===== config.mk =====
export PLATFORM = sky130hd
export DESIGN_NAME = uart_rx_with_break_mode_core_flat
export DESIGN_NICKNAME = d
export VERILOG_FILES = /design/src/hw/rtl/urxb_pkg.sv /design/src/hw/rtl/urxb_channels.sv /design/src/hw/rtl/uart_rx_with_break_mode_core.sv /design/src/hw/rtl/urxb_frame.sv /design/src/flat_wrapper.sv
export SDC_FILE = /design/constraint.sdc
export NUM_CORES = 1
export LEC_CHECK = 0
export ABC_AREA = 1
export BUFFER_PORTS_ARGS = -buffer_cell sky130_fd_sc_hd__buf_2
export CAP_MARGIN = 20
export CORE_MARGIN = 8
export CORE_UTILIZATION = 40
export CTS_BUF_LIST = sky130_fd_sc_hd__clkbuf_8
export CTS_CLUSTER_SIZE = 14
export DETAILED_ROUTE_END_ITERATION = 10
export SLEW_MARGIN = 30
export SYNTH_ARGS = -nofsm -noshare
export SYNTH_HDL_FRONTEND = slang
export SYNTH_SLANG_ARGS = --single-unit

===== constraint.sdc =====
create_clock -name clk -period 3.25 [get_ports clk]
set_input_delay 0 -clock clk [delete_from_list [all_inputs] [get_ports clk]]
set_output_delay 0 -clock clk [all_outputs]
set_load 0.01 [all_outputs]

===== src/hw/rtl/urxb_pkg.sv =====
package urxb_pkg;

  // width of the sampling tick counter
  localparam int CNT_W = 16;
  // width of the bit period register
  localparam int PERIOD_W = 16;
  // width used to compare counter and sampling interval
  localparam int CMP_W = (CNT_W > PERIOD_W) ? CNT_W : PERIOD_W;
  // largest counter value, in compare width
  localparam logic [CMP_W-1:0] CMP_CNT_MAX = CMP_W'((64'd1 << CNT_W) - 64'd1);
  // smallest usable bit period
  localparam logic [PERIOD_W-1:0] PERIOD_MIN = PERIOD_W'(2);

  // frame bit positions
  localparam logic [3:0] BIT_START = 4'd0;
  localparam logic [3:0] BIT_STOP  = 4'd9;
  // low data bit count above which a low stop bit means a break
  localparam logic [3:0] LOW_BREAK_LIMIT = 4'd7;

  typedef logic [PERIOD_W-1:0] period_t;

  // one result of the receiver
  typedef struct packed {
    logic       byte_valid;
    logic [7:0] byte_data;
    logic       test_mode;
  } urxb_result_t;

endpackage


===== src/hw/rtl/urxb_channels.sv =====
// sampled line level channel
interface urxb_in_if;
  logic valid;
  logic ready;
  logic line_level;
  modport source (output valid, output line_level, input ready);
  modport sink (input valid, input line_level, output ready);
endinterface

// receiver result channel
interface urxb_out_if;
  logic       valid;
  logic       ready;
  logic       byte_valid;
  logic [7:0] byte_data;
  logic       test_mode;
  modport source (output valid, output byte_valid, output byte_data, output test_mode,
                  input ready);
  modport sink (input valid, input byte_valid, input byte_data, input test_mode,
                output ready);
endinterface

// bit period write channel
interface urxb_cfg_if;
  logic        valid;
  logic        ready;
  logic [15:0] data;
  modport source (output valid, output data, input ready);
  modport sink (input valid, input data, output ready);
endinterface


===== src/hw/rtl/uart_rx_with_break_mode_core.sv =====
// 8N1 serial receiver with break-style test mode.
// in_ch carries one sampled line level per request; each request is one tick
// of the oversampling clock. out_ch returns exactly one result per request:
// byte_valid and byte_data when a frame closes with a high stop bit, and the
// test_mode flag after that tick. A low stop bit after eight low data bits
// enters test mode, which lasts until a high level is sampled at a bit time.
// cfg_ch writes bit_period (ticks per bit, values below 2 act as 2); write it
// only while the receiver is idle. cfg_ch is always ready.
// A result appears on out_ch in the cycle after its request is taken.
// Throughput: one request per cycle unless out_ch stalls; the output register
// lets a new request in while the previous result is taken in the same cycle.
// When out_ch stalls, the held result stays stable and in_ch.ready drops
// until it is taken, so no tick is lost.
// Reset (rst_n low, synchronous) clears the frame state, sets the previous
// line level high, empties the output register and sets bit_period to 16.
module uart_rx_with_break_mode_core (
  input logic clk,
  input logic rst_n,
  urxb_in_if.sink    in_ch,
  urxb_out_if.source out_ch,
  urxb_cfg_if.sink   cfg_ch
);
  import urxb_pkg::*;

  period_t      bit_period_r;
  logic         out_valid_r;
  urxb_result_t out_res_r;
  urxb_result_t res_nxt;
  logic         accept;

  // handshake: take a tick whenever the output slot is free or being emptied
  assign in_ch.ready  = !out_valid_r || out_ch.ready;
  assign accept       = in_ch.valid && in_ch.ready;
  assign cfg_ch.ready = 1'b1;

  // bit period register
  always_ff @(posedge clk) begin
    if (!rst_n) begin
      bit_period_r <= PERIOD_W'(16);
    end else if (cfg_ch.valid) begin
      bit_period_r <= cfg_ch.data;
    end
  end

  urxb_frame u_frame (
    .clk        (clk),
    .rst_n      (rst_n),
    .accept     (accept),
    .level      (in_ch.line_level),
    .bit_period (bit_period_r),
    .result     (res_nxt)
  );

  // output register
  always_ff @(posedge clk) begin
    if (!rst_n) begin
      out_valid_r <= 1'b0;
    end else if (accept) begin
      out_valid_r <= 1'b1;
    end else if (out_ch.ready) begin
      out_valid_r <= 1'b0;
    end
  end

  always_ff @(posedge clk) begin
    if (accept) begin
      out_res_r <= res_nxt;
    end
  end

  assign out_ch.valid      = out_valid_r;
  assign out_ch.byte_valid = out_res_r.byte_valid;
  assign out_ch.byte_data  = out_res_r.byte_data;
  assign out_ch.test_mode  = out_res_r.test_mode;

endmodule


===== src/hw/rtl/urxb_frame.sv =====
module urxb_frame (
  input  logic                   clk,
  input  logic                   rst_n,
  input  logic                   accept,
  input  logic                   level,
  input  urxb_pkg::period_t      bit_period,
  output urxb_pkg::urxb_result_t result
);
  import urxb_pkg::*;

  logic            prev_level_r, prev_level_nxt;
  logic            receiving_r, receiving_nxt;
  logic [CNT_W-1:0] tick_r, tick_nxt;
  logic [3:0]      bit_idx_r, bit_idx_nxt;
  logic [7:0]      shift_r, shift_nxt;
  logic [3:0]      low_cnt_r, low_cnt_nxt;
  logic            test_r, test_nxt;

  period_t          period;
  period_t          interval;
  logic [CMP_W-1:0] limit;
  logic [CNT_W-1:0] tick_inc;
  logic             hit;
  logic [2:0]       data_pos;

  // interval: half period for start bit outside test mode, clamped to counter range
  always_comb begin
    period   = (bit_period < PERIOD_MIN) ? PERIOD_MIN : bit_period;
    interval = (bit_idx_r == BIT_START && !test_r) ? (period >> 1) : period;
    limit    = (CMP_W'(interval) > CMP_CNT_MAX) ? CMP_CNT_MAX : CMP_W'(interval);
    tick_inc = (tick_r != '1) ? tick_r + CNT_W'(1) : tick_r;
    hit      = (CMP_W'(tick_inc) >= limit);
    data_pos = 3'(bit_idx_r - 4'd1);
  end

  // frame state update for one tick
  always_comb begin
    receiving_nxt     = receiving_r;
    tick_nxt          = tick_r;
    bit_idx_nxt       = bit_idx_r;
    shift_nxt         = shift_r;
    low_cnt_nxt       = low_cnt_r;
    test_nxt          = test_r;
    result.byte_valid = 1'b0;
    result.byte_data  = 8'd0;
    if (!receiving_r) begin
      if (prev_level_r && !level) begin
        receiving_nxt = 1'b1;
        tick_nxt      = '0;
        bit_idx_nxt   = BIT_START;
        shift_nxt     = 8'd0;
        low_cnt_nxt   = 4'd0;
      end
    end else begin
      tick_nxt = tick_inc;
      if (hit) begin
        tick_nxt = '0;
        if (test_r) begin
          if (level) begin
            test_nxt      = 1'b0;
            receiving_nxt = 1'b0;
          end
        end else if (bit_idx_r == BIT_START) begin
          if (level) begin
            receiving_nxt = 1'b0;
          end else begin
            bit_idx_nxt = 4'd1;
          end
        end else if (bit_idx_r >= BIT_STOP) begin
          if (level) begin
            result.byte_valid = 1'b1;
            result.byte_data  = shift_r;
            receiving_nxt     = 1'b0;
          end else if (low_cnt_r > LOW_BREAK_LIMIT) begin
            test_nxt = 1'b1;
          end else begin
            receiving_nxt = 1'b0;
          end
          bit_idx_nxt = BIT_START;
          shift_nxt   = 8'd0;
          low_cnt_nxt = 4'd0;
        end else begin
          shift_nxt           = shift_r;
          shift_nxt[data_pos] = shift_r[data_pos] | level;
          bit_idx_nxt         = bit_idx_r + 4'd1;
          if (!level) begin
            low_cnt_nxt = low_cnt_r + 4'd1;
          end
        end
      end
    end
    prev_level_nxt   = level;
    result.test_mode = test_nxt;
  end

  // state registers, advanced once per accepted tick
  always_ff @(posedge clk) begin
    if (!rst_n) begin
      prev_level_r <= 1'b1;
      receiving_r  <= 1'b0;
      tick_r       <= '0;
      bit_idx_r    <= BIT_START;
      shift_r      <= 8'd0;
      low_cnt_r    <= 4'd0;
      test_r       <= 1'b0;
    end else if (accept) begin
      prev_level_r <= prev_level_nxt;
      receiving_r  <= receiving_nxt;
      tick_r       <= tick_nxt;
      bit_idx_r    <= bit_idx_nxt;
      shift_r      <= shift_nxt;
      low_cnt_r    <= low_cnt_nxt;
      test_r       <= test_nxt;
    end
  end

endmodule


===== src/flat_wrapper.sv =====
// flat-port wrapper written by rule: the top's interface ports become plain ports
module uart_rx_with_break_mode_core_flat import urxb_pkg::*;
  (clk, rst_n, in_ch_valid, in_ch_line_level, in_ch_ready, out_ch_valid, out_ch_byte_valid, out_ch_byte_data, out_ch_test_mode, out_ch_ready, cfg_ch_valid, cfg_ch_data, cfg_ch_ready);
  urxb_in_if in_ch_i ();
  urxb_out_if out_ch_i ();
  urxb_cfg_if cfg_ch_i ();
  input logic clk;
  input logic rst_n;
  input wire logic [$bits(in_ch_i.valid)-1:0] in_ch_valid;
  input wire logic [$bits(in_ch_i.line_level)-1:0] in_ch_line_level;
  output wire logic [$bits(in_ch_i.ready)-1:0] in_ch_ready;
  output wire logic [$bits(out_ch_i.valid)-1:0] out_ch_valid;
  output wire logic [$bits(out_ch_i.byte_valid)-1:0] out_ch_byte_valid;
  output wire logic [$bits(out_ch_i.byte_data)-1:0] out_ch_byte_data;
  output wire logic [$bits(out_ch_i.test_mode)-1:0] out_ch_test_mode;
  input wire logic [$bits(out_ch_i.ready)-1:0] out_ch_ready;
  input wire logic [$bits(cfg_ch_i.valid)-1:0] cfg_ch_valid;
  input wire logic [$bits(cfg_ch_i.data)-1:0] cfg_ch_data;
  output wire logic [$bits(cfg_ch_i.ready)-1:0] cfg_ch_ready;
  assign in_ch_i.valid = in_ch_valid;
  assign in_ch_i.line_level = in_ch_line_level;
  assign in_ch_ready = in_ch_i.ready;
  assign out_ch_valid = out_ch_i.valid;
  assign out_ch_byte_valid = out_ch_i.byte_valid;
  assign out_ch_byte_data = out_ch_i.byte_data;
  assign out_ch_test_mode = out_ch_i.test_mode;
  assign out_ch_i.ready = out_ch_ready;
  assign cfg_ch_i.valid = cfg_ch_valid;
  assign cfg_ch_i.data = cfg_ch_data;
  assign cfg_ch_ready = cfg_ch_i.ready;
  uart_rx_with_break_mode_core u_core (.clk(clk), .rst_n(rst_n), .in_ch(in_ch_i), .out_ch(out_ch_i), .cfg_ch(cfg_ch_i));
endmodule

## Word level (Yosys, flattened, before mapping)

Cells that the tools add are included.

- Bits in read-only memories: 0
- Word-level logic and storage cells: 99
- Memories kept: 0
- Bits in registers: 62
- Memory bits (writable): 0
- Bits of input ports: 22
- Bits in latches: 0

- Mux-type cells: 48
- Add/subtract/negate cells: 4
- Reductions and logical operators: 17
- Div/mod/pow operators: 0
- Multipliers: 0
- Magnitude comparators: 7
- Equality and inequality tests: 6
- Shift operators: 0
- Bitwise operators: 5

Operators by type and width:

| kind | number |
|---|---|
| two-way mux 16 bit | 7 |
| two-way mux 4 bit | 13 |
| two-way mux 8 bit | 6 |
| two-way mux 1 bit | 18 |
| adder 16 x 1 -> 16 bit, second input constant | 1 |
| greater-or-equal comparator 16 bit | 1 |
| greater-than comparator 16 bit, second input constant | 1 |
| < comparator 16 x 2 -> 1 bit, second input constant | 1 |
| != test 16 bit, second input constant | 1 |
| AND reduction 5 bit | 2 |
| two-way mux 9 bit | 1 |
| adder 4 x 1 -> 4 bit, second input constant | 2 |
| bitwise mux 8 bit | 1 |
| AND reduction 6 bit | 1 |
| OR reduction 6 bit | 1 |
| OR reduction 5 bit | 1 |
| greater-or-equal comparator 4 bit, second input constant | 1 |
| greater-than comparator 4 x 3 -> 1 bit, second input constant | 1 |
| logical AND 1 bit | 4 |
| zero test 4 bit | 1 |
| < comparator 3 x 4 -> 1 bit, second input constant | 1 |
| != test 2 bit, second input constant | 2 |
| NOT 1 bit | 4 |
| nonzero test 2 bit | 2 |
| 11 further kinds | 13 |

## Longest topological paths before layout

Gate-level depths: netlist of the first run.

- Depth in word-level cells: 11
- Gate-level depth with buffers: 23
- Gate-level depth less buffers: 23

## By module

A second synthesis of the first run with hierarchy kept.

- Cells, all modules: 557
- Area total of the unflattened synthesis: 3,916.3 µm²

By module, submodules not included:

| module | instances | area an instance (µm²) | sequential area each (µm²) | cells an instance |
|---|---|---|---|---|
| urxb_frame | 1 | 3,011.6 | 700.7 | 470 |
| uart_rx_with_break_mode_core | 1 | 904.6 | 640.6 | 87 |

## Worst setup path after synthesis of the first run

OpenSTA, ideal clock, no wires.

- Kind: flip-flop to flip-flop
- From: reg u_core.u_frame.bit_idx_r[0]
- To: reg u_core.u_frame.tick_r[15]
- Slack: 0.312 ns
- Setup time: 0.067 ns
- Cell stages (with the launch flop): 22
- Arrival: 2.871 ns
- Path buffers: 3
- Period minus slack after synthesis: 2.938 ns
- Cells stage by stage: dfxtp_1 buf_2 inv_1 ha_1 nand3_2 nor2_1 clkbuf_1 nand2_1 o21ai_0 ha_1 nand2_1 nor2_1 nor2_1 nand2_1 nand2_1 nand2_1 nand2_2 nand3_4 nor2_4 buf_6 nand2_1 a21oi_2

- Word-level cells in the longest chain between the ends: 8

RTL lines:

| item | line | source |
|---|---|---|
| from (decl) | urxb_frame.sv:14 | `logic [3:0] bit_idx_r, bit_idx_nxt;` |
| from (signal assigned) | urxb_frame.sv:110 | `bit_idx_r <= bit_idx_nxt;` |
| zero test 4 bit (*) | urxb_frame.sv:29 | `interval = (bit_idx_r == BIT_START && !test_r) ? (period >> 1) : period;` |
| logical AND 1 bit (*) | urxb_frame.sv:29 |  |
| two-way mux 16 bit (*) | urxb_frame.sv:29 |  |
| greater-than comparator 16 bit | urxb_frame.sv:30 | `limit = (CMP_W'(interval) > CMP_CNT_MAX) ? CMP_CNT_MAX : CMP_W'(interval);` |
| two-way mux 16 bit (*) | urxb_frame.sv:30 |  |
| greater-or-equal comparator 16 bit (*) | urxb_frame.sv:32 | `hit = (CMP_W'(tick_inc) >= limit);` |
| two-way mux 16 bit (*) | urxb_frame.sv:56 | `if (hit) begin` |
| two-way mux 16 bit (*) | urxb_frame.sv:46 | `if (!receiving_r) begin` |
| to (signal assigned) | urxb_frame.sv:109 | `tick_r <= tick_nxt;` |
| to (decl) | urxb_frame.sv:13 | `logic [CNT_W-1:0] tick_r, tick_nxt;` |

Every way passes the cells marked *; elsewhere a longest branch is shown, timed or not.
A chain may end at the register's enable or synchronous reset.

## Worst setup path in the final report of the first run

- From: reg u_core.u_frame.tick_r[1]
- To: reg u_core.out_res_r (netlist bit u_core.out_ch.byte_valid), data pin

- Word-level cells in the longest chain between the ends: 5
- Elaborated cells on any way between the ends: 6
- Those cells by class: add/sub (1); order compare (1); eq/ne (1); mux (1); bitwise (1); reduce/logical (1)

RTL lines:

| item | line | source |
|---|---|---|
| adder 16 x 1 -> 16 bit or != test 16 bit (tied branches) | urxb_frame.sv:31 | `tick_inc = (tick_r != '1) ? tick_r + CNT_W'(1) : tick_r;` |
| two-way mux 16 bit (*) | urxb_frame.sv:31 |  |
| greater-or-equal comparator 16 bit (*) | urxb_frame.sv:32 |  |
| NOT 1 bit (no source line) (*) | -- |  |
| OR reduction 5 bit (no source line) (*) | -- |  |
| to (signal assigned) | uart_rx_with_break_mode_core.sv:67 | `out_res_r <= res_nxt;` |
| to (decl) | uart_rx_with_break_mode_core.sv:27 | `urxb_result_t out_res_r;` |

Marked as above.

==> metrics.csv, run 1 <==
stage,metric,value,unit
critical_path,crit path kind,reg -> reg,
floorplan,Core ar.,9240,µm²
cells_and_area,Layout area overhead,20.31,%
logic_synthesis,syn_nets,599,
sta,minimum period implied by the final worst setup slack,2866,ps
logic_synthesis,flip-flop and latch count after synthesis,62,
global_routing,via count of the first global-routing pass,3416,
sta,setup repair after global routing missed its margin,false,
place,quantity of I/O buffers inserted on ports,33,
sta,Tightest Pin Transition,651.2,ps
logic_synthesis,main combinational cell family by area after synthesis,simple AND/OR/NAND/NOR gates,
clocking,H-tree levels,3,
critical_path,critical path's largest stage delay,380,ps
floorplan,initial core utilization,0.4114,
logic_synthesis,total number of yosys warnings,0,
global_routing,antenna violations before repair,0,
cells_and_area,Layout Utilization,0.4949,
sta,count of final max-slew check failures,0,
critical_path,CP dominant cell by count,sky130_fd_sc_hd__nand2_1,
global_routing,global-route total usage across every layer,0.1446,
critical_path,ordered list of cells on the worst path,ha_2 > inv_1 > nor2_4 > nand4_2 > inv_2 > nand3_4 > buf_4 > nand2_1 > ha_1 > a21oi_1 > o21a_1 > nand2_1 > nand2_2 > nand2_1 > nand4_1 > buf_4 > inv_1,
hold_path,path type of the worst min-delay path,in -> reg,
clocking,number of CTS-inserted buffers,9,
cells_and_area,Layout Cells excl Fill,747,
cells_and_area,number of inserted diodes,0,
critical_path,highest net fanout along the worst path,14,
logic_synthesis,share of synthesized area occupied by flip-flops and latches,0.3529,
drt,DRT Wirelength,9.017,mm
clocking,Clock Latency Late Sink,350,ps
sta,Rel. slew slack,0.5654,
critical_path,startpoint type of the worst setup path,flip-flop,
place,DP HPWL,6.382,mm
drt,detailed-route vias per instance,4.775,
logic_synthesis,Async SR Flop Fraction,0,
critical_path,arrival time reported for the critical path endpoint,2970,ps
critical_path,endpoint kind of the worst setup timing path,flip-flop,
cells_and_area,# nets final,656,
floorplan,overall die width,113.5,µm
sta,sum of negative setup slack,0,ps
global_routing,largest net degree at the start of global routing,29,
drt,wire per inst,12.07,µm
drt,starting DRC count in detailed routing,182,
sta,final hold violation count,0,
clocking,clock tree sinks,62,
clocking,clock tree from TritonCTS,built,
global_routing,GRT Residual Overflow,0,
floorplan,DIE AREA,12880,µm²
clocking,maximum clock insertion buffer count,2,
logic_synthesis,area of the mapped netlist,3801,µm²
clocking,post-CTS clock slew at the launch and capture registers of the worst setup and hold paths,80,ps
drt,DRC violations left,0,
drt,overall via count from detail_route,3567,
logic_synthesis,simple-gate share of the synthesized area,0.3229,
logic_synthesis,count of flip-flops with a built-in enable after synthesis,10,
status,status,completed,
logic_synthesis,compound-gate portion of the synthesized area,0.1350,
clocking,buffer cell driving the clock tree root,sky130_fd_sc_hd__clkbuf_8,
drt,number of detailed-routing iterations run before antenna repair,5,
power,cell leakage power,1.978,nW
logic_synthesis,adder and majority cell fraction of the synthesized area,0.06912,
logic_synthesis,mux cell area share after synthesis,0,
power,IR Drop Worst-Case VDD,0.0002048,V
critical_path,cell with the biggest individual delay on the critical path,sky130_fd_sc_hd__dfxtp_1,
logic_synthesis,count of distinct cell types in the synthesized netlist,36,
logic_synthesis,most common flop cell mapped by yosys,sky130_fd_sc_hd__dfxtp_1,
drt,antenna violation net count after detailed routing,0,
sta,worst setup skew after layout,10.85,ps
job,count of max-cap constraint violations,0,
logic_synthesis,number of instances in the synthesized netlist,556,
sta,final setup violation count,0,
logic_synthesis,parity-gate share of the synthesized area counting xor and xnor cells,0.03226,
power,Power Dens Cells,433.7,nW/µm²
place,cell total after placement,704,
sta,Final period util,0.8819,
logic_synthesis,Mean Syn Cell Area,6.837,µm²
floorplan,cell row count,35,
floorplan,Vert. Die Dim,113.5,µm
critical_path,worst reg-to-reg setup slack,380,ps
critical_path,required time worst endpoint,3360,ps
cells_and_area,fraction of layout cells with a size suffix above 1,0.1424,
sta,Max Clock Freq,0.3489,GHz
global_routing,wire length of the first global-routing pass,15.35,mm
floorplan,I/O pin cnt,35,
place,RePlAce Congestion,0.8530,
## routing by layer
layer	track usage	routed length, µm
met1	0.1826	4471
met3	0.03064	405
met5	0	0
met2	0.2320	3982
met4	0.06306	159
## final timing paths
path | startpoint | end | cells past startpoint
worst max-delay path | u_core.u_frame.tick_r[1] | u_core.out_ch.byte_valid | 17
worst min register to register | u_core.u_frame.shift_r[5] | u_core.u_frame.shift_r[5] | 2
worst min-delay path | in_ch_valid | u_core.out_ch.valid | 3
worst max register to register | u_core.u_frame.tick_r[1] | u_core.out_ch.byte_valid | 17
## worst max-delay path: cells and delay by family, from the launching register on
family | cells | cell delay, ps
compound gates | 2 | 270
fa+ha+maj | 2 | 490
buf+inv | 5 | 590
flops | 1 | 380
simple gates | 8 | 870
## synthesized netlist by cell type (3+ instances only)
cell,count,area [µm²]
sky130_fd_sc_hd__nand2_1,147,551.8
sky130_fd_sc_hd__nor2_1,63,236.5
sky130_fd_sc_hd__inv_1,55,206.5
sky130_fd_sc_hd__dfxtp_1,52,1041
sky130_fd_sc_hd__a21oi_1,49,245.2
sky130_fd_sc_hd__o21ai_0,43,215.2
sky130_fd_sc_hd__nand3_1,25,125.1
sky130_fd_sc_hd__ha_1,21,262.8
sky130_fd_sc_hd__nand4_1,15,93.84
sky130_fd_sc_hd__edfxtp_1,10,300.3
sky130_fd_sc_hd__xor2_1,9,78.83
sky130_fd_sc_hd__clkbuf_1,7,26.28
sky130_fd_sc_hd__inv_2,7,26.28
sky130_fd_sc_hd__nand2_2,7,43.79
sky130_fd_sc_hd__buf_2,6,30.03
sky130_fd_sc_hd__xnor2_1,5,43.79
sky130_fd_sc_hd__nor2_2,4,25.02
sky130_fd_sc_hd__nor3_1,4,20.02
sky130_fd_sc_hd__nand3_2,3,30.03
sky130_fd_sc_hd__o21ai_1,3,15.01
## where the power goes
part	switching [mW]	total (mW)	internal (mW)
clock	0.331	0.765	0.434
combinational	0.244	0.385	0.140
sequential	0.0214	0.833	0.812
## kinds of logic after synthesis
group | after synthesis
AND/OR/NAND/NOR | 278
AO/OA/AOI/OAI | 100
buffers and inverters | 80
flip-flops | 62
adder cells (fa/ha/maj) | 21
XOR/XNOR | 14
other | 1
## stage by stage
step | area (µm²) | hold slack (ps) | setup slack [ps] | power, mW
2_1_floorplan | 3801 | 111.5 | 311.6 | 1.116
3_3_place_gp | 4060 | 216.9 | 289.7 | 1.196
3_5_place_dp | 4060 | 220.7 | 219.1 | 1.207
4_1_cts | 4512 | 21.25 | 211.5 | 1.995
5_1_grt | 4573 | 40.63 | 42.88 | 2.098
6_report | 4573 | 27.20 | 383.8 | 1.983
## cell usage in the layout (no fill, tap or decap), drive strengths merged
cell type,synthesis,routed
nand2,154,154
edfxtp,10,10
nand3,30,30
nor2,69,69
a21oi,50,50
clkinv,0,2
o22ai,1,1
buf,11,41
bufinv,0,2
or2,2,2
a22oi,1,1
o21ai,46,46
conb,1,1
nor4,2,2
xor2,9,9
and2,1,1
nor3,4,4
xnor2,5,5
ha,21,21
clkbuf,7,9
clkinvlp,0,2
o211ai,1,1
nand4,16,16
inv,62,63
dfxtp,52,52
o21a,1,1
dlygate4sd3,0,23
## flip-flops by register name, indices dropped and copies added (netlist names)
signal,flops
u_core.u_frame.tick_r,16
u_core.out_ch.valid,1
u_core.u_frame.prev_level_r,1
u_core.u_frame.shift_r,8
u_core.out_ch.test_mode,1
u_core.u_frame.receiving_r,1
u_core.u_frame.test_r,1
u_core.u_frame.low_cnt_r,4
u_core.bit_period_r,16
u_core.u_frame.bit_idx_r,4
u_core.out_ch.byte_valid,1
u_core.out_ch.byte_data,8
## final cells by class
cell class / instances / area (µm²)
fillers: 933 / 4667
well taps: 129 / 161.4
clock inverters: 7 / 97.59
multi-input cells: 414 / 2147
repair buffers: 64 / 467.9
flip-flops and latches: 62 / 1343
inverters: 62 / 232.7
clock buffers: 9 / 123.9
## repair_timing
action	CTS	global route
hold endpoints to repair	17	0
setup buffers	0	4
hold buffers	23	0
resized for setup	0	4
endpoints found under the setup margin	0	31
Power figures use the tool's default switching activity.
==> run 2, diff against run 1 <==
--- a/config.mk
+++ b/config.mk
@@ -6,7 +6,7 @@
 export NUM_CORES = 1
 export LEC_CHECK = 0
 export ABC_AREA = 1
-export BUFFER_PORTS_ARGS = -buffer_cell sky130_fd_sc_hd__buf_2
+export BUFFER_PORTS_ARGS = -buffer_cell sky130_fd_sc_hd__buf_4
 export CAP_MARGIN = 20
 export CORE_MARGIN = 8
 export CORE_UTILIZATION = 40
==> metrics.csv, run 2 (synthesis gave the netlist of run 1 again) <==
stage,metric,value,unit,change
sta,Rel. slew slack,0.5555,,was 0.5654
global_routing,peak-usage layer in the global routing report,met2,,unchanged
critical_path,ordered list of cells on the worst path,ha_2 > inv_1 > nor2_4 > nand4_2 > inv_2 > nand3_4 > buf_4 > nand2_1 > ha_1 > a21oi_1 > o21ai_1 > nor2_2 > nand3_4 > nor2_4 > buf_12 > nand2_1 > a21oi_1,,was ha_2 > inv_1 > nor2_4 > nand4_2 > inv_2 > nand3_4 > buf_4 > nand2_1 > ha_1 > a21oi_1 > o21a_1 > nand2_1 > nand2_2 > nand2_1 > nand4_1 > buf_4 > inv_1
critical_path,Reg2Reg Launch Point,u_core.u_frame.tick_r[1],,unchanged
cells_and_area,# nets final,657,,was 656
power,Power Dens Cells,424.9,nW/µm²,was 433.7 nW/µm²
sta,worst setup skew after layout,9.288,ps,was 10.85 ps
critical_path,worst reg-to-reg setup slack,300,ps,was 380 ps
drt,number of detailed-routing iterations run before antenna repair,5,,unchanged
floorplan,initial core utilization,0.4114,,unchanged
critical_path,capturing element of the worst setup path,u_core.u_frame.tick_r[12],,was u_core.out_ch.byte_valid
clocking,Clock Latency Late Sink,340,ps,was 350 ps
sta,hold_ws,29.24,ps,was 27.20 ps
global_routing,grt met1 use,0.1908,,was 0.1826
critical_path,required time worst endpoint,3510,ps,was 3360 ps
critical_path,WP depth,17,,unchanged
power,cell leakage power,2.020,nW,was 1.978 nW
drt,wire per inst,11.95,µm,was 12.07 µm
floorplan,I/O pin cnt,35,,unchanged
sta,final hold violation count,0,,unchanged
critical_path,start point of the critical path,u_core.u_frame.tick_r[1],,unchanged
place,RePlAce Congestion,0.8954,,was 0.8530
sta,Max Clock Freq,0.3385,GHz,was 0.3489 GHz
global_routing,antenna violations before repair,0,,unchanged
cells_and_area,FF/Latch Area,1343,µm²,unchanged
global_routing,GRT Residual Overflow,0,,unchanged
drt,starting DRC count in detailed routing,221,,was 182
drt,DRC violations left,0,,unchanged
global_routing,met2 layer usage reported by global route,0.2252,,was 0.2320
cells_and_area,Layout area overhead,23.14,%,was 20.31%
sta,minimum period implied by the final worst setup slack,2954,ps,was 2866 ps
sta,sum of negative setup slack,0,ps,unchanged
cells_and_area,"Design Area, Final",4681,µm²,was 4573 µm²
critical_path,cell family with the largest share of critical-path delay,simple AND/OR/NAND/NOR gates,,unchanged
critical_path,startpoint type of the worst setup path,flip-flop,,unchanged
status,status,completed,,unchanged
drt,overall via count from detail_route,3649,,"was 3,567"
critical_path,highest net fanout along the worst path,16,,was 14
global_routing,met3 layer usage reported by global route,0.03011,,was 0.03064
critical_path,CP bufs+invs,4,,was 5
clocking,H-tree levels,3,,unchanged
sta,final setup violation count,0,,unchanged
clocking,number of CTS-inserted buffers,9,,unchanged
cells_and_area,fraction of layout cells with a size suffix above 1,0.1454,,was 0.1424
sta,final setup margin,296.0,ps,was 383.8 ps
cells_and_area,most frequent cells in the layout,"146 x sky130_fd_sc_hd__nand2_1, 62 x sky130_fd_sc_hd__nor2_1, 55 x sky130_fd_sc_hd__inv_1",,"was 147 x sky130_fd_sc_hd__nand2_1, 63 x sky130_fd_sc_hd__nor2_1, 55 x sky130_fd_sc_hd__inv_1"
cells_and_area,Top Registers,"u_core.bit_period_r x16, u_core.u_frame.tick_r x16",,unchanged
place,quantity of I/O buffers inserted on ports,33,,unchanged
place,Post-Place Cell Area,4143,µm²,was 4060 µm²
critical_path,capturing point of the worst reg2reg path,u_core.u_frame.tick_r[12],,was u_core.out_ch.byte_valid
critical_path,cell with the biggest individual delay on the critical path,sky130_fd_sc_hd__dfxtp_1,,unchanged
sta,Final period util,0.9089,,was 0.8819
drt,antenna violation net count after detailed routing,0,,unchanged
clocking,maximum clock insertion buffer count,2,,unchanged
floorplan,DIE AREA,12880,µm²,unchanged
drt,detailed-route vias per instance,4.878,,was 4.775
critical_path,number of cell instances on the worst register-to-register path,17,,unchanged
drt,DRT Wirelength,8.939,mm,was 9.017 mm
critical_path,arrival time reported for the critical path endpoint,3210,ps,was 2970 ps
clocking,clock tree sinks,62,,unchanged
job,count of max-cap constraint violations,0,,unchanged
clocking,buffer cell driving the clock tree root,sky130_fd_sc_hd__clkbuf_8,,unchanged
sta,Tightest Pin Transition,666.1,ps,was 651.2 ps
floorplan,overall die width,113.5,µm,unchanged
place,DP Worst Slack,150.2,ps,was 219.1 ps
global_routing,via count of the first global-routing pass,3430,,"was 3,416"
power,Overall Power,1.989,mW,was 1.983 mW
clocking,post-CTS clock slew at the launch and capture registers of the worst setup and hold paths,70,ps,was 80 ps
power,IR Drop Worst-Case VDD,0.0002345,V,was 0.0002048 V
floorplan,Vert. Die Dim,113.5,µm,unchanged
floorplan,Core ar.,9240,µm²,unchanged
cells_and_area,most common library cell in the layout ignoring fill and taps,sky130_fd_sc_hd__nand2_1,,unchanged
critical_path,endpoint kind of the worst setup timing path,flip-flop,,unchanged
global_routing,global-route total usage across every layer,0.1439,,was 0.1446
global_routing,largest net degree at the start of global routing,29,,unchanged
global_routing,wire length of the first global-routing pass,15.50,mm,was 15.35 mm
floorplan,cell row count,35,,unchanged
cells_and_area,combined area of the multi-input logic cells,2145,µm²,was 2147 µm²
place,DP HPWL,6.445,mm,was 6.382 mm
hold_path,path type of the worst min-delay path,in -> reg,,unchanged
clocking,clock tree from TritonCTS,built,,unchanged
cells_and_area,filler cell count,928,,was 933
sta,count of final max-slew check failures,0,,unchanged
cells_and_area,number of inserted diodes,0,,unchanged
critical_path,critical path's largest stage delay,380,ps,about the same
critical_path,crit path kind,reg -> reg,,unchanged
==> run 2: power by group <==
| part | internal [mW] | leakage (nW) | switching, mW |
|---|---|---|---|
| logic | 0.154 | 1.38 | 0.249 |
| registers | 0.812 | 0.527 | 0.0218 |
| clock network | 0.434 | 0.109 | 0.318 |
==> run 2: routing by layer <==
layer  wire length [µm]  part of all wire
met5                  0                 0
met4                 89             0.010
met3                340             0.038
met2               3970              0.44
met1               4538              0.51
==> run 2: how the worst min path moves through the flow <==
stage	startpoint	cells after the start	end
finish	in_ch_valid	3	u_core.out_ch.valid
global route	in_ch_valid	3	u_core.out_ch.valid
global placement	cfg_ch_data[4]	3	u_core.bit_period_r[4]
floorplan	cfg_ch_valid	1	u_core.bit_period_r[4]
detailed placement	cfg_ch_data[4]	3	u_core.bit_period_r[4]
CTS	in_ch_valid	3	u_core.out_ch.valid
==> run 2: area by class of cell <==
class / instances / share of cell area
multi-input combinational: 414 / 0.4582
sequential: 62 / 0.2868
timing repair buffer: 65 / 0.1232
inverter: 62 / 0.04972
tap: 129 / 0.03448
clock buffer: 9 / 0.02646
clock inverter: 7 / 0.02112
==> run 2: worst reg2reg max path: cells and delay by family (launching register included) <==
family / cells / cell delay [ps]
AOI/OAI and AO/OA: 3 / 380
adders and majority gates: 2 / 480
buffers and inverters: 4 / 520
DFF: 1 / 380
and+or+nand+nor: 8 / 1130
==> run 2: what timing repair did <==
| action | CTS | global route |
|---|---|---|
| buffers inserted | 0 | 4 |
| hold buffers | 24 | 0 |
| hold endpoints to repair | 18 | 0 |
| resized for setup | 0 | 6 |
| setup endpoints to repair | 0 | 36 |
==> run 2: metrics by stage <==
step,std cells,util
after floorplan,556,-
after global placement,704,0.4483
after detailed placement,704,0.4483
after CTS,744,0.4984
after global routing,748,0.5066
final,748,0.5066
==> run 3, diff against run 2 <==
--- a/config.mk
+++ b/config.mk
@@ -9,11 +9,13 @@
 export BUFFER_PORTS_ARGS = -buffer_cell sky130_fd_sc_hd__buf_4
 export CAP_MARGIN = 20
 export CORE_MARGIN = 8
-export CORE_UTILIZATION = 40
+export CORE_UTILIZATION = 33
 export CTS_BUF_LIST = sky130_fd_sc_hd__clkbuf_8
 export CTS_CLUSTER_SIZE = 14
 export DETAILED_ROUTE_END_ITERATION = 10
+export PLACE_DENSITY = 0.48
 export SLEW_MARGIN = 30
 export SYNTH_ARGS = -nofsm -noshare
 export SYNTH_HDL_FRONTEND = slang
+export SYNTH_HIERARCHICAL = 1
 export SYNTH_SLANG_ARGS = --single-unit
==> metrics.csv, run 3 <==
stage,metric,value,unit,change
status,status,completed,,unchanged
sta,final setup violation count,0,,unchanged
critical_path,capturing point of the worst reg2reg path,u_core/out_ch.test_mode,,was u_core.u_frame.tick_r[12]
cells_and_area,Layout Utilization,0.4082,,was 0.5066
critical_path,startpoint type of the worst setup path,flip-flop,,unchanged
cells_and_area,fraction of layout cells with a size suffix above 1,0.1576,,was 0.1454
sta,Final period util,0.8988,,was 0.9089
logic_synthesis,flip-flop and latch count after synthesis,62,,unchanged
place,cell total after placement,717,,was 704
place,quantity of I/O buffers inserted on ports,33,,unchanged
drt,antenna violation net count after detailed routing,0,,unchanged
clocking,H-tree levels,3,,unchanged
clocking,post-CTS clock slew at the launch and capture registers of the worst setup and hold paths,70,ps,about the same
logic_synthesis,compound-gate portion of the synthesized area,0.1249,,was 0.1350
critical_path,Reg2Reg Launch Point,u_core/u_frame/bit_idx_r[1],,was u_core.u_frame.tick_r[1]
cells_and_area,most frequent cells in the layout,"121 x sky130_fd_sc_hd__nand2_1, 84 x sky130_fd_sc_hd__nor2_1, 52 x sky130_fd_sc_hd__dfxtp_1",,"was 146 x sky130_fd_sc_hd__nand2_1, 62 x sky130_fd_sc_hd__nor2_1, 55 x sky130_fd_sc_hd__inv_1"
floorplan,Vert. Die Dim,124.9,µm,was 113.5 µm
power,Overall Power,2.186,mW,was 1.989 mW
drt,number of detailed-routing iterations run before antenna repair,5,,unchanged
cells_and_area,Layout Cells excl Fill,752,,was 748
logic_synthesis,adder and majority cell fraction of the synthesized area,0.06709,,was 0.06912
power,Power Dens Cells,465.1,nW/µm²,was 424.9 nW/µm²
drt,detailed-route vias per instance,4.730,,was 4.878
logic_synthesis,dominant cell by count in the synthesized netlist,sky130_fd_sc_hd__nand2_1,,unchanged
floorplan,Core ar.,11520,µm²,was 9240 µm²
critical_path,crit path kind,reg -> reg,,unchanged
global_routing,via count of the first global-routing pass,3436,,"was 3,430"
global_routing,largest net degree at the start of global routing,39,,was 29
cells_and_area,# nets final,647,,was 657
clocking,buffer cell driving the clock tree root,sky130_fd_sc_hd__clkbuf_8,,unchanged
sta,sum of negative setup slack,0,ps,unchanged
sta,worst setup skew after layout,12.37,ps,was 9.288 ps
logic_synthesis,parity-gate share of the synthesized area counting xor and xnor cells,0.03578,,was 0.03226
cells_and_area,filler cell count,1229,,was 928
logic_synthesis,total number of yosys warnings,6,,was 0
logic_synthesis,area of the mapped netlist,3916,µm²,was 3801 µm²
critical_path,required time worst endpoint,3340,ps,was 3510 ps
critical_path,number of cell instances on the worst register-to-register path,17,,unchanged
logic_synthesis,share of synthesized area occupied by flip-flops and latches,0.3425,,was 0.3529
logic_synthesis,Mean Syn Cell Area,7.031,µm²,was 6.837 µm²
clocking,maximum clock insertion buffer count,2,,unchanged
critical_path,endpoint kind of the worst setup timing path,flip-flop,,unchanged
global_routing,antenna violations before repair,0,,unchanged
power,cell leakage power,2.000,nW,was 2.020 nW
cells_and_area,Layout area overhead,20.03,%,was 23.14%
cells_and_area,Top Registers,"u_core/bit_period_r x16, u_core/u_frame/tick_r x16",,"was u_core.bit_period_r x16, u_core.u_frame.tick_r x16"
power,internal power,1.545,mW,was 1.400 mW
global_routing,global-route total usage across every layer,0.1256,,was 0.1439
critical_path,start point of the critical path,u_core/u_frame/bit_idx_r[1],,was u_core.u_frame.tick_r[1]
global_routing,GRT Residual Overflow,0,,unchanged
clocking,clock tree from TritonCTS,built,,unchanged
drt,overall via count from detail_route,3557,,"was 3,649"
logic_synthesis,post-synth top area share,0.2658,,was 0.2739
global_routing,wire length of the first global-routing pass,16.51,mm,was 15.50 mm
clocking,Clock Latency Late Sink,340,ps,about the same
logic_synthesis,main combinational cell family by area after synthesis,simple AND/OR/NAND/NOR gates,,unchanged
logic_synthesis,syn_nets,600,,was 599
sta,final hold violation count,0,,unchanged
floorplan,cell row count,39,,was 35
power,switching power share of the total,0.2934,,was 0.2959
cells_and_area,most common library cell in the layout ignoring fill and taps,sky130_fd_sc_hd__nand2_1,,unchanged
sta,final setup margin,329.0,ps,was 296.0 ps
logic_synthesis,simple-gate share of the synthesized area,0.3204,,was 0.3229
logic_synthesis,most common flop cell mapped by yosys,sky130_fd_sc_hd__dfxtp_1,,unchanged
critical_path,arrival time reported for the critical path endpoint,3020,ps,was 3210 ps
critical_path,capturing element of the worst setup path,u_core/out_ch.test_mode,,was u_core.u_frame.tick_r[12]
clocking,number of CTS-inserted buffers,9,,unchanged
logic_synthesis,largest area contributor in the synthesized netlist,sky130_fd_sc_hd__dfxtp_1,,unchanged
place,DP HPWL,6.839,mm,was 6.445 mm
job,count of max-cap constraint violations,0,,unchanged
place,DP Worst Slack,160.7,ps,was 150.2 ps
drt,DRT Wirelength,9.470,mm,was 8.939 mm
critical_path,highest net fanout along the worst path,20,,was 16
cells_and_area,number of inserted diodes,0,,unchanged
clocking,clock tree sinks,62,,unchanged
floorplan,overall die width,124.9,µm,was 113.5 µm
sta,count of final max-slew check failures,0,,unchanged
logic_synthesis,Async SR Flop Fraction,0,,unchanged
hold_path,path type of the worst min-delay path,in -> reg,,unchanged
floorplan,initial core utilization,0.3401,,was 0.4114
power,Combinational Power Share,0.221,,was 0.203
logic_synthesis,number of instances in the synthesized netlist,557,,was 556
sta,Tightest Pin Transition,554.6,ps,was 666.1 ps
place,RePlAce Congestion,0.8050,,was 0.8954
floorplan,DIE AREA,15610,µm²,"was 12,880 µm²"
floorplan,I/O pin cnt,35,,unchanged
power,Sequential Power Share,0.394,,was 0.419
sta,setup repair after global routing missed its margin,false,,
drt,starting DRC count in detailed routing,184,,was 221
sta,minimum period implied by the final worst setup slack,2921,ps,was 2954 ps
logic_synthesis,count of flip-flops with a built-in enable after synthesis,10,,unchanged
logic_synthesis,mux cell area share after synthesis,0.01534,,was 0
critical_path,worst reg-to-reg setup slack,330,ps,was 300 ps
logic_synthesis,count of distinct cell types in the synthesized netlist,39,,was 36
logic_synthesis,most frequent cells after synthesis,"121 x sky130_fd_sc_hd__nand2_1, 86 x sky130_fd_sc_hd__nor2_1, 52 x sky130_fd_sc_hd__dfxtp_1",,"was 147 x sky130_fd_sc_hd__nand2_1, 63 x sky130_fd_sc_hd__nor2_1, 55 x sky130_fd_sc_hd__inv_1"
sta,Rel. slew slack,0.6294,,was 0.5555
sta,Max Clock Freq,0.3423,GHz,was 0.3385 GHz
power,switching power total,0.6416,mW,was 0.5885 mW
power,part of the total power dissipated in the clock network,0.385,,was 0.378
drt,DRC violations left,0,,unchanged
logic_synthesis,top post-synthesis cells by area,"sky130_fd_sc_hd__dfxtp_1 27%, sky130_fd_sc_hd__nand2_1 12%, sky130_fd_sc_hd__nor2_1 8.2%",,"was sky130_fd_sc_hd__dfxtp_1 27%, sky130_fd_sc_hd__nand2_1 15%, sky130_fd_sc_hd__edfxtp_1 7.9%"
power,IR Drop Worst-Case VDD,0.0002340,V,was 0.0002345 V
drt,wire per inst,12.59,µm,was 11.95 µm
run 3: cell types whose count changed after synthesis, moves of 5 or more:
cell / previous run / this run
sky130_fd_sc_hd__nor2_1: 63 / 86
sky130_fd_sc_hd__nand2_2: 7 / 14
sky130_fd_sc_hd__inv_1: 55 / 43
sky130_fd_sc_hd__mux2i_1: 0 / 6
sky130_fd_sc_hd__o21ai_1: 3 / 13
sky130_fd_sc_hd__o21ai_0: 43 / 36
sky130_fd_sc_hd__a21oi_1: 49 / 38
sky130_fd_sc_hd__nand2_1: 147 / 121
sky130_fd_sc_hd__inv_2: 7 / 12
run 3: final cells by class:
type                       instances  area, µm²  area share
multi-input combinational        418       2223      0.4730
sequential                        62       1341      0.2853
timing repair buffer              57      498.0      0.1059
inverter                          56      212.7     0.04525
tap                              143      178.9     0.03806
clock buffer                      10      137.6     0.02928
clock inverter                     6      108.9     0.02316
run 3: routing by layer:
| metal | wire, µm | vias up | track usage |
|---|---|---|---|
| met1 | 5009 | 1578 | 0.1726 |
| li1 | - | 1910 | - |
| met5 | 0 | - | 0 |
| met3 | 363 | 10 | 0.02975 |
| met4 | 119 | 0 | 0.04155 |
| met2 | 3978 | 59 | 0.1889 |
run 3: cells by family (layout without fill, tap and decap cells):
| group | after synthesis | in the layout |
|---|---|---|
| other cells | 1 | 1 |
| buf+inv | 77 | 129 |
| fa+ha+maj | 21 | 21 |
| flops | 62 | 62 |
| simple gates | 281 | 281 |
| xor+xnor | 16 | 16 |
| compound gates | 93 | 93 |
| mux | 6 | 6 |
run 3: power by group through the flow:
stage / clock network [mW] / logic, mW / registers, mW
3_5_place_dp: 0 / 0.460 / 0.877
3_3_place_gp: 0 / 0.455 / 0.878
4_1_cts: 0.872 / 0.479 / 0.860
5_1_grt: 0.908 / 0.555 / 0.868
2_1_floorplan: 0 / 0.346 / 0.872
6_report: 0.842 / 0.484 / 0.861
run 3: timing repair:
item	in CTS	in global routing
hold endpoints to repair	17	0
buffers inserted	0	1
resized for setup	0	6
endpoints found under the setup margin	0	36
hold buffers	18	0
run 3: per-stage QoR:
step | hold slack, ps | cell area [µm²]
global route | 24.28 | 4701
detailed placement | 221.1 | 4242
floorplan | 126.3 | 3916
CTS | 11.07 | 4668
finish | 19.38 | 4701
global placement | 218.4 | 4242
run 3: how the worst min path moves through the flow:
stage                                start                           to  slack, ps  cells after the start
after CTS                     cfg_ch_valid       u_core/bit_period_r[4]         10                      3
after global placement      cfg_ch_data[4]       u_core/bit_period_r[4]        220                      3
final                         cfg_ch_valid       u_core/bit_period_r[4]         20                      3
after floorplan             cfg_ch_data[4]       u_core/bit_period_r[4]        130                      2
after detailed placement    cfg_ch_data[4]       u_core/bit_period_r[4]        220                      3
after global routing      in_ch_line_level  u_core/u_frame/prev_level_r         20                      3
run 3: critical path, stage by stage, from the launching register on:
cell and delay (ps):
sky130_fd_sc_hd__dfxtp_1 340, sky130_fd_sc_hd__inv_1 90, sky130_fd_sc_hd__ha_1 170, sky130_fd_sc_hd__nand2_1 110, sky130_fd_sc_hd__nor2_2 130, sky130_fd_sc_hd__inv_1 90
sky130_fd_sc_hd__nor2_2 140, sky130_fd_sc_hd__buf_12 170, sky130_fd_sc_hd__mux2i_1 220, sky130_fd_sc_hd__ha_1 270, sky130_fd_sc_hd__a21oi_1 150, sky130_fd_sc_hd__o21ai_1 70
sky130_fd_sc_hd__nor2_1 240, sky130_fd_sc_hd__nand2_1 140, sky130_fd_sc_hd__nand2_1 100, sky130_fd_sc_hd__nand2_1 60, sky130_fd_sc_hd__nand2_1 130, sky130_fd_sc_hd__inv_1 60
